[config.mk]
export PLATFORM = sky130hd
export DESIGN_NAME = owc_phase_unit
export DESIGN_NICKNAME = d
export VERILOG_FILES = /design/src/rtl/core/owc_pkg.sv /design/src/rtl/core/owc_phase_unit.sv
export SDC_FILE = /design/constraint.sdc
export NUM_CORES = 2
export LEC_CHECK = 0
export BUFFER_PORTS_ARGS = -buffer_cell sky130_fd_sc_hd__buf_2
export CORE_UTILIZATION = 55
export CTS_CLUSTER_SIZE = 20
export DETAILED_ROUTE_END_ITERATION = 10
export PLACE_DENSITY = 0.68
export SYNTH_ARGS = -nofsm -noshare
export SYNTH_HDL_FRONTEND = slang
export SYNTH_SLANG_ARGS = --single-unit
export TNS_END_PERCENT = 10
[constraint.sdc]
create_clock -name clk -period 10.2 [get_ports clk]
set_input_delay 1.02 -clock clk [delete_from_list [all_inputs] [get_ports clk]]
set_output_delay 1.02 -clock clk [all_outputs]
set_load 0.05 [all_outputs]
[src/rtl/core/owc_pkg.sv]
// ----------------------------------------------------------------------------
// owc_pkg
// shared types and constants of the additive wavetable oscillator
// ----------------------------------------------------------------------------
package owc_pkg;

	localparam int WAVE_DEPTH    = 4096;
	localparam int MAX_HARMONICS = 64;

	localparam int POS_W  = $clog2(WAVE_DEPTH);
	localparam int HIDX_W = $clog2(MAX_HARMONICS);
	localparam int HCNT_W = 7;
	localparam int HNUM_W = HIDX_W + 1;
	localparam int AMP_W  = 16;
	localparam int WAVE_W = 16;
	localparam int PROD_W = WAVE_W + AMP_W + 1;
	localparam int ACC_W  = PROD_W + HIDX_W + 2;
	localparam int OUT_W  = 24;
	localparam int FRAC_SHIFT = 14;

	localparam logic [POS_W-1:0] QUARTER_OFFSET = POS_W'(WAVE_DEPTH / 4);

	// commands
	localparam logic [1:0] CMD_SAMPLE    = 2'd0;
	localparam logic [1:0] CMD_LOAD_AMP  = 2'd1;
	localparam logic [1:0] CMD_LOAD_WAVE = 2'd2;

	// waveform kinds
	localparam logic [1:0] KIND_SINE     = 2'd0;
	localparam logic [1:0] KIND_TRIANGLE = 2'd1;
	localparam logic [1:0] KIND_SAWTOOTH = 2'd2;
	localparam logic [1:0] KIND_SQUARE   = 2'd3;

	// register indexes
	localparam logic [1:0] REG_WAVEFORM_KIND  = 2'd0;
	localparam logic [1:0] REG_HARMONIC_COUNT = 2'd1;

	// per-sample context held for the whole sweep
	typedef struct packed {
		logic             advance;
		logic [1:0]       kind;
		logic [POS_W-1:0] master;
		logic [POS_W-1:0] stp;
	} owc_ctx_t;

	// one harmonic handed from the phase unit to the mac
	typedef struct packed {
		logic             valid;
		logic [POS_W-1:0] pos;
		logic [AMP_W-1:0] amp;
	} owc_term_t;

	// amplitude store write port
	typedef struct packed {
		logic              en;
		logic [HIDX_W-1:0] addr;
		logic [AMP_W-1:0]  data;
	} owc_amp_wr_t;

	// wave store write port
	typedef struct packed {
		logic              en;
		logic [POS_W-1:0]  addr;
		logic [WAVE_W-1:0] data;
	} owc_wave_wr_t;

	// harmonic number of slot i for a waveform kind
	function automatic logic [HNUM_W-1:0] harm_number(input logic [1:0] kind,
			input logic [HIDX_W-1:0] i);
		logic [HNUM_W-1:0] h;
		unique case (kind)
			KIND_SINE:     h = HNUM_W'(1);
			KIND_SAWTOOTH: h = {1'b0, i} + HNUM_W'(1);
			default:       h = {i, 1'b1};
		endcase
		return h;
	endfunction

endpackage

[src/rtl/core/owc_phase_unit.sv]
// ----------------------------------------------------------------------------
// owc_phase_unit
// position and amplitude stores with the read-modify-write of each position
// ----------------------------------------------------------------------------
module owc_phase_unit (
	input  logic                       clk,
	input  logic                       arst_n,
	input  logic                       issue,
	input  logic [owc_pkg::HIDX_W-1:0] issue_idx,
	input  owc_pkg::owc_ctx_t          ctx,
	input  owc_pkg::owc_amp_wr_t       amp_wr,
	output owc_pkg::owc_term_t         term,
	output logic                       busy
);
	import owc_pkg::*;

	logic [POS_W-1:0] pos_mem [MAX_HARMONICS];
	logic [AMP_W-1:0] amp_mem [MAX_HARMONICS];

	logic              valid_s1;
	logic [HIDX_W-1:0] idx_s1;
	logic [POS_W-1:0]  pos_s1;
	logic [AMP_W-1:0]  amp_s1;

	logic [HNUM_W-1:0]       h;
	logic [POS_W-1:0]        base;
	logic [POS_W-1:0]        mul_a;
	logic [POS_W+HNUM_W-1:0] prod;
	logic [POS_W-1:0]        new_pos;

	always_ff @(posedge clk or negedge arst_n) begin
		if (!arst_n) begin
			valid_s1 <= 1'b0;
		end else begin
			valid_s1 <= issue;
		end
	end

	always_ff @(posedge clk) begin
		idx_s1 <= issue_idx;
		pos_s1 <= pos_mem[issue_idx];
		if (valid_s1) begin
			pos_mem[idx_s1] <= new_pos;
		end
	end

	always_ff @(posedge clk) begin
		amp_s1 <= amp_mem[issue_idx];
		if (amp_wr.en) begin
			amp_mem[amp_wr.addr] <= amp_wr.data;
		end
	end

	// advance: old position plus step times h; resync: master times h plus offset
	always_comb begin
		h       = harm_number(ctx.kind, idx_s1);
		base    = ctx.advance ? pos_s1 : ((ctx.kind == KIND_TRIANGLE) ? QUARTER_OFFSET : '0);
		mul_a   = ctx.advance ? ctx.stp : ctx.master;
		prod    = mul_a * h;
		new_pos = base + prod[POS_W-1:0];
	end

	assign term.valid = valid_s1;
	assign term.pos   = new_pos;
	assign term.amp   = amp_s1;
	assign busy       = valid_s1;

endmodule

==> flow_summary.json <==
{
  "status": "finished clean",
  "ys_warn_count": 0,
  "nNetsFinal": 3416,
  "grt_pass1_wl_mm": 230,
  "clkTransAtPathRegs_ps": 60,
  "synth_edf_count": 1792,
  "required_ps": 9180,
  "place_hpwl_mm": 90.2,
  "synth-seq-cells": 1827,
  "routed_wl_mm": 156,
  "post_cts_buffers": 0,
  "multi_input_area_sq_um": 16200,
  "hp-start": "issue",
  "min_path_cells": 1,
  "rsz0062_at_grt": "no",
  "r2r_slack_ps": 3530,
  "area_delta_synth_final_pct": 12.1,
  "slowest_delay_ps": 760,
  "die_x_um": 363,
  "seqCellArea_sq_um": 54500,
  "start_util_pct": 55.7,
  "tritoncts": "yes",
  "slew_headroom_pct": 13.4,
  "place_ws_ps": 2420,
  "num_rows": 131,
  "synthDistinctLibCells": 37,
  "drt-initial-drc-count": 3639,
  "post_drt_wl_per_cell_um": 30.3,
  "vias": 32398,
  "r2r-end": "pos_mem[16][11]",
  "start_kind": "flop",
  "firstDrtPassIters": 5,
  "hp-class": "in -> reg",
  "syn_area_sq_um": 71500,
  "power_leakage_uw": 0.0255,
  "critPathBufInv": 5,
  "cp_slowest_cell": "a22oi_1",
  "fill_cells": 8494,
  "skew_ps": 33.8,
  "critical_path.endpoint": "term[27]",
  "grt.total_usage_pct": 24.5,
  "r2r_start": "idx_s1[0]",
  "synthTopCellsByArea": "edfxtp_1, mux4_2, fa_1",
  "async_flop_share_pct": 0.0547,
  "layout_min_cycle_time_ps": 7880,
  "clock_sinks": 1827,
  "worstSetupEndpointType": "output pin",
  "ctsHtreeMaxLevel": 4,
  "worstPathCellList": "ha_1, a22oi_1, nor2_1, fa_1, inv_1, fa_1, inv_1, fa_1, inv_1, fa_1, inv_1, ha_1, nand2_1, o21ai_0, o21ai_0, nand2b_1, a21oi_1, o21ai_0, xnor3_2, buf_2",
  "synth_area_per_cell_sq_um": 23.4,
  "cts-root-buf": "clkbuf_16",
  "startpoint": "idx_s1[0]",
  "slew_violations": 0,
  "clk_latency_ps": 810,
  "cp_max_fo": 12,
  "grt_max_degree": 123,
  "crit_arrival_ps": 6860,
  "clockBufferDepth": 3,
  "path_delay_family": "adder cells",
  "synth.yosys.seq_area_share_pct": 76.2,
  "die_height_um": 363,
  "core_sq_um": 128000,
  "dieArea_sq_um": 131000,
  "tns_ps": 0,
  "synth.most_common_cell": "edfxtp_1",
  "grt-ovfl-total": 0,
  "ff2ff_path_depth": 20,
  "drv_cap": 0,
  "max_freq_mhz": 127,
  "ant_nets": 0,
  "worstMarginPinSlew_ps": 1290,
  "fin_crit_sh_pct": 77.3,
  "ys_top_cells_by_count": "edfxtp_1, mux4_2, nor2_1, clkbuf_1, inv_1",
  "antenna_found_initial": 11,
  "power_density_nw_per_um2": 250,
  "routabilityCongestion": 0.814,
  "cp_num_cells": 20,
  "via_per_inst": 6.27,
  "syn-num-nets": 3185,
  "drive_gt1_share_pct": 31.1,
  "io_pins": 89,
  "drc": 0,
  "worst_slack_ps": 2320,
  "synth_largest_area_cell": "edfxtp_1",
  "hold_viol_final": 0,
  "setup_viol": 0,
  "grt_pass1_vias": 33424,
  "synth-main-ff-cell": "edfxtp_1",
  "synthCells": 3062,
  "path_class": "reg -> out",
  "numCtsBuffers": 179,
  "ir_drop_mv": 0.453,
  "synth_top_area_share_pct": 75.2,
  "port_buffers": 88
}
==> worst min-delay path by stage <==
stage               endpoint  slack, ps
finish                  busy        330
global route            busy        300
CTS                     busy        270
detailed placement      busy        800
global placement        busy        800
floorplan               busy        720
==> per-layer routing <==
| layer | part of all wire [%] | track usage, % |
|---|---|---|
| met5 | 0.026 | 0 |
| met4 | 2.8 | 7.86 |
| met3 | 7.1 | 4.23 |
| met2 | 51 | 40.3 |
| met1 | 39 | 33.9 |
==> logic make-up after synthesis <==
family / share of synthesized area [%]
fa+ha+maj: 1.56
compound gates: 0.318
mux: 18.7
xor+xnor: 0.276
buf+inv: 1.27
flops: 76.2
simple gates: 1.68
==> through the flow <==
| step | hold slack, ps | cell area (sq um) | power (uW) | utilization (%) | cells |
|---|---|---|---|---|---|
| 2_1_floorplan | 724 | 71500 | 12400 | - | 3062 |
| 3_3_place_gp | 796 | 74500 | 13700 | 58.0 | 4840 |
| 3_5_place_dp | 797 | 74500 | 13900 | 58.0 | 4840 |
| 4_1_cts | 271 | 80200 | 20200 | 62.5 | 5164 |
| 5_1_grt | 297 | 80200 | 20700 | 62.5 | 5166 |
| 6_report | 330 | 80200 | 20000 | 62.5 | 5170 |
==> placed cells by master, fill, tap and decap left out, drive strengths merged, types with 5 or more instances in the layout <==
master / count
diode: 6
nand2: 35
fa: 42
nand2b: 5
edfxtp: 1792
buf: 207
clkinv: 83
nand3: 10
nor2b: 8
nand3b: 6
dfxtp: 34
mux4: 571
xnor2: 17
a21oi: 5
a22oi: 5
ha: 22
bufinv: 12
mux2: 17
inv: 58
and2: 9
mux2i: 30
nor2: 193
o21ai: 23
clkbuf: 221
or2: 6
==> registers in the layout, indices dropped and copies added (netlist names) <==
| name | cells |
|---|---|
| amp_mem | 1024 |
| amp_s1 | 16 |
| idx_s1 | 6 |
| pos_s1 | 12 |
| busy | 1 |
| pos_mem | 768 |
==> timing repair <==
| action | CTS | global route |
|---|---|---|
| resized for setup | 0 | 0 |
| hold buffers | 1 | 0 |
| endpoints found under the hold margin | 1 | 0 |
==> layout make-up <==
class,instances,share of cell area (%)
Sequential cell,1827,68.0
Tap cell,1729,2.70
Antenna cell,6,0.0187
Clock buffer,220,5.93
Clock inverter,103,1.17
Multi-Input combinational cell,1024,20.2
Timing Repair Buffer,209,1.79
Inverter,52,0.243
==> where the power goes <==
group	total (uW)	leakage [uW]	switching (uW)	internal [uW]
Clock	6380	0.00280	2750	3630
Combinational	3510	0.00624	2770	738
Sequential	10200	0.0164	32.2	10100
Power figures use the tool's default switching activity.
